==> src/rtl/core/tpd_pkg.sv <==
// Package: beat types, widths and integer compare constants of the timing pulse detector.
`default_nettype none
package tpd_pkg;

  localparam int SAMPLE_BITS = 24;
  localparam int FRAME_BITS  = 16;
  localparam int CNT_BITS    = 16;
  localparam int TOTAL_BITS  = 40;
  localparam int CMP_BITS    = 32;

  localparam logic signed [TOTAL_BITS-1:0] TOTAL_MAX = {1'b0, {(TOTAL_BITS-1){1'b1}}};
  localparam logic signed [TOTAL_BITS-1:0] TOTAL_MIN = {1'b1, {(TOTAL_BITS-1){1'b0}}};
  localparam logic [CNT_BITS-1:0]          CNT_MAX   = {CNT_BITS{1'b1}};

  // rise: 2*old < mid, 2*old < new, 20*new > 11*peak
  localparam logic signed [CMP_BITS-1:0] K_HALF   = 32'sd2;
  localparam logic signed [CMP_BITS-1:0] K_NEW    = 32'sd20;
  localparam logic signed [CMP_BITS-1:0] K_RISE   = 32'sd11;
  // fall: 50*old > 53*mid, old > 20*new, 20*new < peak
  localparam logic signed [CMP_BITS-1:0] K_OLD    = 32'sd50;
  localparam logic signed [CMP_BITS-1:0] K_MID    = 32'sd53;

  typedef struct packed {
    logic signed [SAMPLE_BITS-1:0] flux_sample;
    logic        [FRAME_BITS-1:0]  frame_number;
  } tpd_in_t;

  typedef struct packed {
    logic        [15:0]           start_position;
    logic        [FRAME_BITS-1:0] start_frame;
    logic        [CNT_BITS-1:0]   sample_count;
    logic signed [TOTAL_BITS-1:0] flux_total;
    logic        [15:0]           pulse_number;
    logic                         zero_total;
  } tpd_out_t;

  typedef struct packed {
    logic rise_ok;
    logic fall_ok;
  } tpd_edge_t;

endpackage
`default_nettype wire

==> src/rtl/core/tpd_edge_cmp.sv <==
// Edge compares on the three-sample window against the peak level.
`default_nettype none
module tpd_edge_cmp (
  input  logic signed [tpd_pkg::SAMPLE_BITS-1:0] oldest,
  input  logic signed [tpd_pkg::SAMPLE_BITS-1:0] middle,
  input  logic signed [tpd_pkg::SAMPLE_BITS-1:0] newest,
  input  logic signed [tpd_pkg::SAMPLE_BITS-1:0] peak,
  output tpd_pkg::tpd_edge_t                     edges
);
  import tpd_pkg::*;

  logic signed [CMP_BITS-1:0] old_w, mid_w, new_w, peak_w;
  logic signed [CMP_BITS-1:0] old2, new20;

  assign old_w  = CMP_BITS'(oldest);
  assign mid_w  = CMP_BITS'(middle);
  assign new_w  = CMP_BITS'(newest);
  assign peak_w = CMP_BITS'(peak);
  assign old2   = K_HALF * old_w;
  assign new20  = K_NEW * new_w;

  assign edges.rise_ok = (old2 < mid_w) && (old2 < new_w) && (new20 > K_RISE * peak_w);
  assign edges.fall_ok = (K_OLD * old_w > K_MID * mid_w) && (old_w > new20) &&
                         (new20 < peak_w);

endmodule
`default_nettype wire

==> src/rtl/core/tpd_pulse_acc.sv <==
// Window state, pulse accumulator and result formation for one step per beat.
`default_nettype none
module tpd_pulse_acc #(
  parameter int MAX_SAMPLES = 65536
) (
  input  logic                                   clk,
  input  logic                                   rst_n,
  input  logic                                   step,
  input  tpd_pkg::tpd_in_t                       beat,
  input  logic signed [tpd_pkg::SAMPLE_BITS-1:0] peak,
  output logic                                   emit,
  output tpd_pkg::tpd_out_t                      result
);
  import tpd_pkg::*;

  localparam int SEEN_BITS = $clog2(MAX_SAMPLES + 1);

  logic signed [SAMPLE_BITS-1:0] oldest_r, middle_r;
  logic [SEEN_BITS-1:0]          seen_r;
  logic                          in_pulse_r, halted_r;
  logic signed [TOTAL_BITS-1:0]  total_r;
  logic [CNT_BITS-1:0]           count_r;
  logic [15:0]                   begin_pos_r;
  logic [FRAME_BITS-1:0]         begin_frame_r;
  logic [15:0]                   pulses_r;

  tpd_edge_t                     edges;
  logic                          active, tested, rise, pulse_now, closing, zero;
  logic [SEEN_BITS-1:0]          pos_m1;
  logic [SEEN_BITS+15:0]         pos_ext;
  logic [15:0]                   pos16;
  logic signed [TOTAL_BITS:0]    sum_w;
  logic signed [TOTAL_BITS-1:0]  total_nxt;
  logic [CNT_BITS-1:0]           count_nxt;

  tpd_edge_cmp u_edge (
    .oldest (oldest_r),
    .middle (middle_r),
    .newest (beat.flux_sample),
    .peak   (peak),
    .edges  (edges)
  );

  assign active    = !halted_r && (seen_r != SEEN_BITS'(MAX_SAMPLES));
  assign tested    = active && (seen_r >= SEEN_BITS'(2));
  assign rise      = tested && !in_pulse_r && edges.rise_ok;
  assign pulse_now = tested && (in_pulse_r || rise);
  assign closing   = pulse_now && edges.fall_ok;

  assign pos_m1  = seen_r - SEEN_BITS'(1);
  assign pos_ext = {16'b0, pos_m1};
  assign pos16   = pos_ext[15:0];

  assign sum_w = (TOTAL_BITS+1)'(total_r) + (TOTAL_BITS+1)'(middle_r);
  always_comb begin
    if (sum_w > (TOTAL_BITS+1)'(TOTAL_MAX)) begin
      total_nxt = TOTAL_MAX;
    end else if (sum_w < (TOTAL_BITS+1)'(TOTAL_MIN)) begin
      total_nxt = TOTAL_MIN;
    end else begin
      total_nxt = sum_w[TOTAL_BITS-1:0];
    end
  end
  assign count_nxt = (count_r == CNT_MAX) ? count_r : count_r + CNT_BITS'(1);
  assign zero      = (total_nxt == '0);

  assign emit                  = step && closing;
  assign result.start_position = rise ? pos16 : begin_pos_r;
  assign result.start_frame    = rise ? beat.frame_number : begin_frame_r;
  assign result.sample_count   = count_nxt;
  assign result.flux_total     = total_nxt;
  assign result.pulse_number   = pulses_r;
  assign result.zero_total     = zero;

  always_ff @(posedge clk) begin
    if (!rst_n) begin
      oldest_r      <= '0;
      middle_r      <= '0;
      seen_r        <= '0;
      in_pulse_r    <= 1'b0;
      halted_r      <= 1'b0;
      total_r       <= '0;
      count_r       <= '0;
      begin_pos_r   <= '0;
      begin_frame_r <= '0;
      pulses_r      <= '0;
    end else if (step && active) begin
      oldest_r <= middle_r;
      middle_r <= beat.flux_sample;
      seen_r   <= seen_r + SEEN_BITS'(1);
      if (rise) begin
        begin_pos_r   <= pos16;
        begin_frame_r <= beat.frame_number;
      end
      if (closing) begin
        in_pulse_r <= 1'b0;
        total_r    <= '0;
        count_r    <= '0;
        if (zero) begin
          halted_r <= 1'b1;
        end else begin
          pulses_r <= pulses_r + 16'd1;
        end
      end else if (pulse_now) begin
        in_pulse_r <= 1'b1;
        total_r    <= total_nxt;
        count_r    <= count_nxt;
      end
    end
  end

endmodule
`default_nettype wire

==> src/rtl/core/timing_pulse_detector.sv <==
// Top level: input register, peak level register, pulse core and result register.
//
//   channel | ports                      | dir | beat
//   in      | in_valid/in_ready/in_data   | in  | tpd_in_t: flux sample, frame number
//   out     | out_valid/out_ready/out_data| out | tpd_out_t: one finished pulse
//   cfg     | cfg_we/cfg_wdata            | in  | peak level, written on cfg_we
//
// One beat per cycle unless a result waits: a beat is held in the input register,
// is stepped through the window compares and accumulator, and its result (if any)
// is written into the output register when the beat is stepped.
// While a result waits on out_ready the step stalls; the input register holds
// one beat and in_ready drops until the result is taken.
// Synchronous active-low reset clears all window and pulse state.
`default_nettype none
module timing_pulse_detector #(
  parameter int MAX_SAMPLES = 65536
) (
  input  logic                                   clk,
  input  logic                                   rst_n,
  input  logic                                   in_valid,
  output logic                                   in_ready,
  input  tpd_pkg::tpd_in_t                       in_data,
  output logic                                   out_valid,
  input  logic                                   out_ready,
  output tpd_pkg::tpd_out_t                      out_data,
  input  logic                                   cfg_we,
  input  logic signed [tpd_pkg::SAMPLE_BITS-1:0] cfg_wdata
);
  import tpd_pkg::*;

  tpd_in_t                       in_data_r;
  logic                          in_valid_r;
  logic signed [SAMPLE_BITS-1:0] peak_r;
  tpd_out_t                      out_data_r;
  logic                          out_valid_r;

  logic                          step, emit;
  tpd_out_t                      result;

  assign step     = in_valid_r && (!out_valid_r || out_ready);
  assign in_ready = !in_valid_r || step;

  tpd_pulse_acc #(
    .MAX_SAMPLES (MAX_SAMPLES)
  ) u_acc (
    .clk    (clk),
    .rst_n  (rst_n),
    .step   (step),
    .beat   (in_data_r),
    .peak   (peak_r),
    .emit   (emit),
    .result (result)
  );

  always_ff @(posedge clk) begin
    if (!rst_n) begin
      in_valid_r  <= 1'b0;
      out_valid_r <= 1'b0;
      peak_r      <= '0;
    end else begin
      if (cfg_we) begin
        peak_r <= cfg_wdata;
      end
      if (in_ready) begin
        in_valid_r <= in_valid;
      end
      if (emit) begin
        out_valid_r <= 1'b1;
      end else if (out_ready) begin
        out_valid_r <= 1'b0;
      end
    end
  end

  always_ff @(posedge clk) begin
    if (in_ready && in_valid) begin
      in_data_r <= in_data;
    end
    if (emit) begin
      out_data_r <= result;
    end
  end

  assign out_valid = out_valid_r;
  assign out_data  = out_data_r;

endmodule
`default_nettype wire

==> config.mk <==
export PLATFORM = sky130hd
export DESIGN_NAME = timing_pulse_detector
export DESIGN_NICKNAME = d
export VERILOG_FILES = /design/src/rtl/core/tpd_pkg.sv /design/src/rtl/core/tpd_edge_cmp.sv /design/src/rtl/core/tpd_pulse_acc.sv /design/src/rtl/core/timing_pulse_detector.sv
export SDC_FILE = /design/constraint.sdc
export NUM_CORES = 1
export LEC_CHECK = 0
export ABC_AREA = 1
export BUFFER_PORTS_ARGS = -buffer_cell sky130_fd_sc_hd__buf_4
export CAP_MARGIN = 20
export CELL_PAD_IN_SITES_DETAIL_PLACEMENT = 1
export CELL_PAD_IN_SITES_GLOBAL_PLACEMENT = 1
export CORE_AREA = 2 2 253 255
export DETAILED_ROUTE_END_ITERATION = 6
export DIE_AREA = 0 0 255 257
export GPL_TIMING_DRIVEN = 0
export PLACE_DENSITY_LB_ADDON = 0.1
export SLEW_MARGIN = 10
export SYNTH_ARGS = -nofsm -noshare
export SYNTH_HDL_FRONTEND = slang
export SYNTH_SLANG_ARGS = --single-unit
==> constraint.sdc <==
create_clock -name clk -period 8.92 [get_ports clk]
set_input_delay 1.338 -clock clk [delete_from_list [all_inputs] [get_ports clk]]
set_output_delay 1.338 -clock clk [all_outputs]
set_load 0.03 [all_outputs]
==> flow_summary.ini, run 1 <==
[outcome]
outcome = completed

[yosys]
synthesis.area_um2 = 29400
synth_common_cells = nand2_1 (738), inv_1 (688), ha_1 (457), a21oi_1 (397), o21ai_0 (240)
ys_types = 57
yosysSeqAreaShare = 0.283
ys_ff_latch = 342
synth_edf_count = 145
synth_top_area_share = 0.195
syn-instance-count = 3765
ys.flop_type = dfxtp_1
yosys_warnings = 0
synthesis.nets = 4381
async_flop_share = 0
synthTopCellsByArea = ha_1 (19%), edfxtp_1 (15%), dfxtp_1 (13%)
synth.most_common_cell = nand2_1
synth_area_leader_cell = ha_1
syn_area_per_cell_um2 = 7.80

[floorplan]
die_area_um2 = 65500
die_w_um = 255
die_height_um = 257
ios = 176
start_util = 0.468
coreArea_um2 = 62700
num_rows = 92

[grt]
grt_pass1_wl_mm = 142
grt.overflow.total = 0
grt_start_max_net_pins = 115
grt_pass1_vias = 27100
antenna_found_initial = 0
grt_use_total = 0.274

[power]
p_leak_nw = 16.4
combPwrFrac = 0.354
irDropWorstVdd_v = 0.000135
p_seq_frac = 0.328
clock_power_share = 0.317
fin_total_pwr_mw = 5.38
power.internal_mw = 3.36
p_switching_mw = 2.01
p_sw_frac = 0.374
power_density_nw_per_um2 = 162

[timing]
rsz0062_at_grt = false
worstMarginPinSlew_ps = 932
slew-limit-headroom = 0.379
period_share = 0.847
max_clock_freq_mhz = 132
drv_slew = 0
hold_violations = 0
setup-violations-final = 0
hold-worst-slack_ps = 471
fin_ws_ps = 1370
skew_ps = 70.9
finalCriticalPeriod_ps = 7550
tns_ps = 0

[setup_path]
r2r_setup_slack_ps = 1370
cpMostUsedCell = nand2_1
path_class = reg -> reg
cp_slowest_cell = dfxtp_1
cp.arrival_ps = 7800
cp_top_family = adder cells
required_ps = 9170
slowest_delay_ps = 630
critPathMaxFanout = 84
cp-end-kind = flip-flop
startpoint_type = flip-flop
path_buf_inv = 4

[final_layout]
fillerInstances = 7876
nets = 4601
area_growth_pct = 12.9
finalNonFillerCells = 4864
drive_above_1_share = 0.0817

[clock_network]
clockBufferDepth = 3
ctsResizeCount = 0
insertion_delay_ps = 620
cts_tree = yes
htreeDepth = 2
clk_pin_slew_ps = 60
clock_sinks = 342
numCtsBuffers = 40
hold_buffers = 0
cts_setup_buffers = 0
clock-root-buffer = clkbuf_16

[flow_run]
cap_violations = 0

[placed_design]
io_buffers = 175
dp_slack_ps = 1250
dp_hpwl_mm = 72.8
dp.cells = 4787
gp_congestion = 0.893

[routing]
drt_first_pass_iters = 5
drc_errors = 0
postRouteAntennaNets = 0
viasPerCell = 5.30
wl_met2_mm = 43.3
wl_per_cell_um = 18.3
finalWirelength_mm = 89.2
maxUsedRoutingLayer = met4
met1_length_mm = 40.3
drt_iter0_drc = 1044
dr_wl_met3_mm = 2.32
detailroute.via_count = 25800

[min_path]
hold_class = reg -> reg
## sequential cells by signal, indices dropped and copies added, names as in the netlist, 17 cells and up
name and count:
u_acc.total_r 40, out_data 105, peak_r 24, in_data_r 40
u_acc.middle_r 24, u_acc.seen_r 17, u_acc.oldest_r 24
## power by group through the flow
stage	clock (mW)	combinational [mW]	sequential [mW]
floorplan	0	1.37	1.76
global route	1.80	2.19	1.77
detailed placement	0	1.89	1.80
CTS	1.74	1.92	1.76
global placement	0	1.80	1.80
finish	1.71	1.91	1.76
## metal layers
metal / global-route usage / vias to the layer above
met5: 0 / -
met4: 0.0962 / 0
met3: 0.0265 / 133
met2: 0.478 / 357
met1: 0.351 / 12500
li1: - / 12800
## cells in the final DEF, fill, tap and decap left out, types with 6 or more instances in the layout
cell,count
xnor2_1,58
buf_4,181
nand4_1,40
nand3_1,113
xor2_1,103
a21oi_2,13
clkinv_1,7
o21ai_0,240
a211oi_1,7
nor3_1,38
a21oi_1,397
a31oi_1,11
inv_1,687
o21ai_1,6
o211ai_1,18
nor2_2,12
clkbuf_16,43
buf_2,6
dfxtp_1,196
fa_1,90
o21bai_1,21
a21o_1,11
edfxtp_1,145
nand2_1,738
nand2_2,24
nor4_1,23
nor2_1,171
clkbuf_1,68
ha_1,457
o21a_1,6
## cells by family (layout without fill, tap and decap cells)
| family | Yosys count | after routing | synth area share |
|---|---|---|---|
| AOI/OAI and AO/OA | 762 | 762 | 0.141 |
| xor gates and xnor gates | 161 | 161 | 0.0480 |
| adders and majority gates | 547 | 547 | 0.256 |
| buffers and inverters | 772 | 1024 | 0.102 |
| DFF | 342 | 342 | 0.283 |
| other | 0 | 1 | 0 |
| and+or+nand+nor | 1181 | 1181 | 0.170 |
## final cells by class
| type | instances | area (um^2) | share of cell area |
|---|---|---|---|
| antenna | 1 | 2.50 | 0.0000754 |
| tap | 846 | 1060 | 0.0319 |
| multi-input combinational | 2651 | 18100 | 0.545 |
| clock buffer | 58 | 1160 | 0.0350 |
| timing repair buffer | 178 | 1380 | 0.0415 |
| sequential | 342 | 8300 | 0.250 |
| inverter | 694 | 2610 | 0.0785 |
| buffer | 78 | 390 | 0.0118 |
| clock inverter | 16 | 201 | 0.00607 |
## stage by stage
stage | cell area, um^2 | util
final | 33200 | 0.529
after global routing | 33200 | 0.529
after CTS | 33100 | 0.528
after detailed placement | 31800 | 0.506
after global placement | 31700 | 0.506
after floorplan | 29400 | -
## worst register-to-register path, delay by kind of cell (launching register included)
| family | cells | cell delay [ps] |
|---|---|---|
| flip-flops | 1 | 630 |
| adder cells (fa/ha/maj) | 6 | 2200 |
| AO/OA/AOI/OAI | 7 | 1180 |
| AND/OR/NAND/NOR | 16 | 1870 |
| XOR/XNOR | 2 | 350 |
| buffers and inverters | 4 | 790 |
## path summary, 6_finish.rpt
path	startpoint	endpoint	cells after the start
min	u_acc.total_r[0]$_SDFFE_PN0P_	u_acc.total_r[0]$_SDFFE_PN0P_	2
max reg2reg	u_acc.middle_r[3]$_SDFFE_PN0P_	out_data[90]$_DFFE_PP_	35
min reg2reg	u_acc.total_r[0]$_SDFFE_PN0P_	u_acc.total_r[0]$_SDFFE_PN0P_	2
max	u_acc.middle_r[3]$_SDFFE_PN0P_	out_data[90]$_DFFE_PP_	35
(Power assumes the default switching activity.)
==> run 2, diff against run 1 <==
--- a/config.mk
+++ b/config.mk
@@ -5,14 +5,14 @@
 export SDC_FILE = /design/constraint.sdc
 export NUM_CORES = 1
 export LEC_CHECK = 0
-export ABC_AREA = 1
+export ABC_AREA = 0
 export BUFFER_PORTS_ARGS = -buffer_cell sky130_fd_sc_hd__buf_4
 export CAP_MARGIN = 20
 export CELL_PAD_IN_SITES_DETAIL_PLACEMENT = 1
 export CELL_PAD_IN_SITES_GLOBAL_PLACEMENT = 1
-export CORE_AREA = 2 2 253 255
+export CORE_AREA = 2 2 246 248
 export DETAILED_ROUTE_END_ITERATION = 6
-export DIE_AREA = 0 0 255 257
+export DIE_AREA = 0 0 248 250
 export GPL_TIMING_DRIVEN = 0
 export PLACE_DENSITY_LB_ADDON = 0.1
 export SLEW_MARGIN = 10
==> constraint.sdc (replaced) <==
create_clock -name clk -period 7.6 [get_ports clk]
set_input_delay 1.14 -clock clk [delete_from_list [all_inputs] [get_ports clk]]
set_output_delay 1.14 -clock clk [all_outputs]
set_load 0.03 [all_outputs]
==> flow_summary.ini, run 2 <==
[outcome]
outcome = completed

[grt]
grt_pass1_wl_mm = 134
grt_pass1_vias = 25600
grt_start_max_net_pins = 58
grt_use_total = 0.272
antenna_found_initial = 0
grt.overflow.total = 0

[clock_network]
insertion_delay_ps = 580
hold_buffers = 0
clk_pin_slew_ps = 70
clockBufferDepth = 3
numCtsBuffers = 40
cts_tree = yes
clock-root-buffer = clkbuf_16
clock_sinks = 342
htreeDepth = 2

[setup_path]
cp-end-kind = flip-flop
r2r_start = in_data_r[17]$_DFFE_PP_
startpoint_type = flip-flop
cp.arrival_ps = 7810
slowest_delay_ps = 610
path_class = reg -> reg
cpMostUsedCell = ha_1
required_ps = 8110
r2r_setup_slack_ps = 300
reg2reg_depth = 27
critPathMaxFanout = 4
reg2reg_to = u_acc.pulses_r[7]$_SDFFE_PN0P_
cp_slowest_cell = or4b_2

[final_layout]
nets = 4005
area_growth_pct = 15.3
fin_util = 0.546
drive_above_1_share = 0.120
antenna_cells = 0
largest_reg_flops = 105
layout_commonest_cell = ha_1
layout_common_cells = ha_1 (457), inv_1 (421), nand2_1 (267)

[routing]
finalWirelength_mm = 84.3
postRouteAntennaNets = 0
met1_length_mm = 35.7
wl_per_cell_um = 20.1
drt_iter0_drc = 964
drc_errors = 0
dr_wl_met3_mm = 2.33
maxUsedRoutingLayer = met4
detailroute.via_count = 23600
drt_first_pass_iters = 5
wl_met2_mm = 43.4
viasPerCell = 5.61

[timing]
tns_ps = 0
finalCriticalPeriod_ps = 7300
worstMarginPinSlew_ps = 960
max_clock_freq_mhz = 137
drv_slew = 0
setup-violations-final = 0
period_share = 0.961
skew_ps = 25.3
slew-limit-headroom = 0.359
hold_violations = 0

[yosys]
synth_area_leader_cell = ha_1
synth_common_cells = ha_1 (457), inv_1 (421), nand2_1 (267), a21oi_1 (261), dfxtp_1 (197)
ys.flop_type = dfxtp_1
syn-instance-count = 3144
synthesis.nets = 3760
synthTopCellsByArea = ha_1 (20%), edfxtp_1 (15%), dfxtp_1 (14%)
synth_edf_count = 145
yosys_warnings = 0
async_flop_share = 0
synth_top_area_share = 0.203
synthesis.area_um2 = 28200
yosysSeqAreaShare = 0.294
syn_area_per_cell_um2 = 8.97
ys_types = 80
ys_ff_latch = 342
synth.most_common_cell = ha_1

[placed_design]
gp_congestion = 0.906
io_buffers = 174
dp_hpwl_mm = 65.9

[flow_run]
cap_violations = 0

[floorplan]
start_util = 0.473
die_w_um = 248
die_height_um = 250
die_area_um2 = 62000
ios = 176
coreArea_um2 = 59600
num_rows = 90

[min_path]
hold_class = reg -> reg
holdPathEnd = u_acc.count_r[11]$_SDFFE_PN0P_
worstHoldStart = u_acc.count_r[11]$_SDFFE_PN0P_
hold_depth = 2

[power]
irDropWorstVdd_v = 0.000174
power_density_nw_per_um2 = 169
p_leak_nw = 15.2
## run 2: worst max-delay path by stage
stage | end | cells past startpoint | slack [ps] | start
finish | u_acc.pulses_r[7]$_SDFFE_PN0P_ | 27 | 300 | in_data_r[17]$_DFFE_PP_
global route | u_acc.pulses_r[13]$_SDFFE_PN0P_ | 32 | -20 | u_acc.middle_r[1]$_SDFFE_PN0P_
CTS | u_acc.pulses_r[12]$_SDFFE_PN0P_ | 33 | 1 | u_acc.oldest_r[1]$_SDFFE_PN0P_
detailed placement | u_acc.pulses_r[4]$_SDFFE_PN0P_ | 32 | -2520 | in_data_r[17]$_DFFE_PP_
global placement | u_acc.pulses_r[4]$_SDFFE_PN0P_ | 32 | -2230 | in_data_r[17]$_DFFE_PP_
floorplan | u_acc.pulses_r[4]$_SDFFE_PN0P_ | 32 | 90 | in_data_r[17]$_DFFE_PP_
## run 2: cell type report
| class | count | area (um^2) |
|---|---|---|
| timing repair buffer | 201 | 1540 |
| sequential | 342 | 8340 |
| inverter | 423 | 1610 |
| buffer | 89 | 458 |
| timing repair inverter | 3 | 57.6 |
| clock inverter | 15 | 139 |
| tap | 782 | 978 |
| multi-input combinational | 2289 | 18200 |
| fill | 6858 | 27100 |
| clock buffer | 58 | 1180 |
## run 2: cell families after synthesis
group,after synthesis,synth area share
simple gates,847,0.146
compound gates,639,0.139
buf+inv,513,0.0700
fa+ha+maj,575,0.277
flops,342,0.294
mux,58,0.0216
xor+xnor,170,0.0528
## run 2: repair_timing
item	in CTS	in global routing
setup endpoints to repair	244	244
buffers inserted	11	14
cloned	2	1
gates resized for setup	82	67
pin swaps	8	24
## run 2: layer usage
layer  vias up  GRT usage
li1      11400          -
met1     11700      0.330
met2       350      0.501
met3       150     0.0269
met4         0     0.0838
met5         -          0
## run 2: metrics by stage
step	power (mW)	hold WS [ps]	area, um^2	setup slack, ps	cells
final	5.50	457	32500	299	4202
after global routing	5.83	482	32500	-22.7	4202
after CTS	5.52	456	32200	1.26	4187
after detailed placement	3.54	436	30500	-2520	4102
after global placement	3.44	439	30500	-2230	4100
after floorplan	3.10	421	28200	93.2	3144
## run 2: critical path, delay by kind of cell (launching register included)
family                   cells  cell delay (ps)
flip-flops                   1              440
AND/OR/NAND/NOR              6             1920
XOR/XNOR                     1              120
adder cells (fa/ha/maj)      4             1240
AO/OA/AOI/OAI               16             3480
## run 2: report_power, final
part	internal, mW	switching [mW]	leakage, nW	total (mW)
registers	1.96	0.0692	3.04	2.03
clock network	1.12	0.818	0.657	1.94
logic	0.649	0.889	11.5	1.54
total	3.72	1.78	15.2	5.50
==> run 3, diff against run 2 <==
--- a/config.mk
+++ b/config.mk
@@ -11,10 +11,11 @@
 export CELL_PAD_IN_SITES_DETAIL_PLACEMENT = 1
 export CELL_PAD_IN_SITES_GLOBAL_PLACEMENT = 1
 export CORE_AREA = 2 2 246 248
+export CTS_CLUSTER_DIAMETER = 80
 export DETAILED_ROUTE_END_ITERATION = 6
 export DIE_AREA = 0 0 248 250
 export GPL_TIMING_DRIVEN = 0
-export PLACE_DENSITY_LB_ADDON = 0.1
+export PLACE_DENSITY = 0.92
 export SLEW_MARGIN = 10
 export SYNTH_ARGS = -nofsm -noshare
 export SYNTH_HDL_FRONTEND = slang
==> flow_summary.ini, run 3 (synthesis gave the netlist of run 2 again) <==
[grt]
antenna_found_initial = 1
grt_use_total = 0.303
grt_start_max_net_pins = 58
grt_pass1_wl_mm = 148
grt_pass1_vias = 27500
grt.overflow.total = 0

[final_layout]
fin_util = 0.543
drive_above_1_share = 0.115
largest_reg_flops = 105
finalInstanceArea_um2 = 32300
layout_common_cells = ha_1 (457), inv_1 (421), nand2_1 (267)
nets = 3995
area_growth_pct = 14.7
antenna_cells = 0
finalNonFillerCells = 4192
layout_commonest_cell = ha_1

[timing]
tns_ps = -15740
finalCriticalPeriod_ps = 7840
worstMarginPinSlew_ps = 1100
skew_ps = 26.0
rsz0062_at_grt = true
max_clock_freq_mhz = 127
period_share = 1.03
drv_slew = 0
setup-violations-final = 115
hold_violations = 0
fin_ws_ps = -245
slew-limit-headroom = 0.265

[power]
irDropWorstVdd_v = 0.000221
clock_power_share = 0.346
power_density_nw_per_um2 = 173
p_switching_mw = 1.90
p_seq_frac = 0.364
p_sw_frac = 0.341
power.internal_mw = 3.68
combPwrFrac = 0.290
p_leak_nw = 15.1

[setup_path]
startpoint = u_acc.middle_r[1]$_SDFFE_PN0P_
reg2reg_to = u_acc.pulses_r[0]$_SDFFE_PN0P_
cp-end-kind = flip-flop
slowest_delay_ps = 560
path_buf_inv = 6
crit_path_end = u_acc.pulses_r[0]$_SDFFE_PN0P_
cp_num_cells = 33
startpoint_type = flip-flop
r2r_start = u_acc.middle_r[1]$_SDFFE_PN0P_
r2r_setup_slack_ps = -240
cp.arrival_ps = 8360
cp_top_family = compound AO/OA/AOI/OAI gates
path_class = reg -> reg
cp_slowest_cell = fa_1
critPathMaxFanout = 10
required_ps = 8110
reg2reg_depth = 33
cpMostUsedCell = ha_1

[clock_network]
cts_tree = yes
numCtsBuffers = 39
insertion_delay_ps = 610
clock_sinks = 342
htreeDepth = 2
clk_pin_slew_ps = 70
clock-root-buffer = clkbuf_16
clockBufferDepth = 3
hold_buffers = 0

[routing]
wl_met2_mm = 49.2
met1_length_mm = 37.5
drc_errors = 0
drt_first_pass_iters = 5
detailroute.via_count = 25500
maxUsedRoutingLayer = met4
wl_per_cell_um = 23.7
viasPerCell = 6.09
finalWirelength_mm = 99.5
dr_wl_met3_mm = 5.72
drt_iter0_drc = 1858
postRouteAntennaNets = 0

[floorplan]
ios = 176
die_w_um = 248
die_height_um = 250
die_area_um2 = 62000
num_rows = 90
coreArea_um2 = 59600
start_util = 0.473

[placed_design]
io_buffers = 174
dp_slack_ps = -1780
dp_hpwl_mm = 67.5
gp_congestion = 0.887
dp.cells = 4102
placed_cell_area_um2 = 30500

[min_path]
hold_class = reg -> reg

[flow_run]
cap_violations = 0

[outcome]
violations = setup timing
outcome = complete, but fails checks
run 3: worst reg2reg max path: cells and delay by family (launching register included):
| family | cells | cell delay, ps |
|---|---|---|
| AOI/OAI and AO/OA | 14 | 2880 |
| adders and majority gates | 6 | 2490 |
| buffers and inverters | 6 | 1030 |
| DFF | 1 | 400 |
| and+or+nand+nor | 7 | 950 |
run 3: cell type report:
class,instances,area (um^2)
buffer,89,435
timing repair inverter,2,27.5
clock buffer,56,1110
timing repair buffer,193,1470
inverter,423,1610
clock inverter,16,145
fill,6850,27200
sequential,342,8330
multi-input combinational,2289,18200
tap,782,978
run 3: through the flow:
stage          hold slack, ps  total power, mW
3_3_place_gp              434             3.42
5_1_grt                   486             5.83
2_1_floorplan             421             3.10
4_1_cts                   457             5.49
3_5_place_dp              449             3.54
6_report                  456             5.58
run 3: worst min path at each step:
stage,startpoint,to,slack (ps),cells past startpoint
floorplan,u_acc.pulses_r[15]$_SDFFE_PN0P_,out_data[16]$_DFFE_PP_,420,0
global placement,u_acc.pulses_r[15]$_SDFFE_PN0P_,out_data[16]$_DFFE_PP_,430,0
detailed placement,u_acc.begin_pos_r[8]$_SDFFE_PN0P_,u_acc.begin_pos_r[8]$_SDFFE_PN0P_,450,2
CTS,u_acc.begin_pos_r[8]$_SDFFE_PN0P_,u_acc.begin_pos_r[8]$_SDFFE_PN0P_,460,2
global route,u_acc.begin_pos_r[9]$_SDFFE_PN0P_,u_acc.begin_pos_r[9]$_SDFFE_PN0P_,490,2
finish,u_acc.begin_pos_r[9]$_SDFFE_PN0P_,u_acc.begin_pos_r[9]$_SDFFE_PN0P_,460,2
run 3: timing repair:
item                       4_1_cts  5_1_grt
buffers inserted                10        7
pin swaps                        5        9
setup endpoints to repair      244      244
resized for setup               68       67
cloned                           1        1
run 3: per-layer routing:
| layer | track usage | up-vias |
|---|---|---|
| met5 | 0 | - |
| met4 | 0.175 | 0 |
| met3 | 0.0403 | 462 |
| met2 | 0.538 | 1071 |
| met1 | 0.345 | 12600 |
| li1 | - | 11400 |
run 3: power groups by stage:
| stage | clock network [mW] | registers (mW) | logic, mW |
|---|---|---|---|
| 6_report | 1.93 | 2.03 | 1.62 |
| 5_1_grt | 2.00 | 2.03 | 1.79 |
| 4_1_cts | 1.92 | 2.03 | 1.54 |
| 3_5_place_dp | 0 | 2.07 | 1.47 |
| 3_3_place_gp | 0 | 2.06 | 1.36 |
| 2_1_floorplan | 0 | 2.03 | 1.07 |
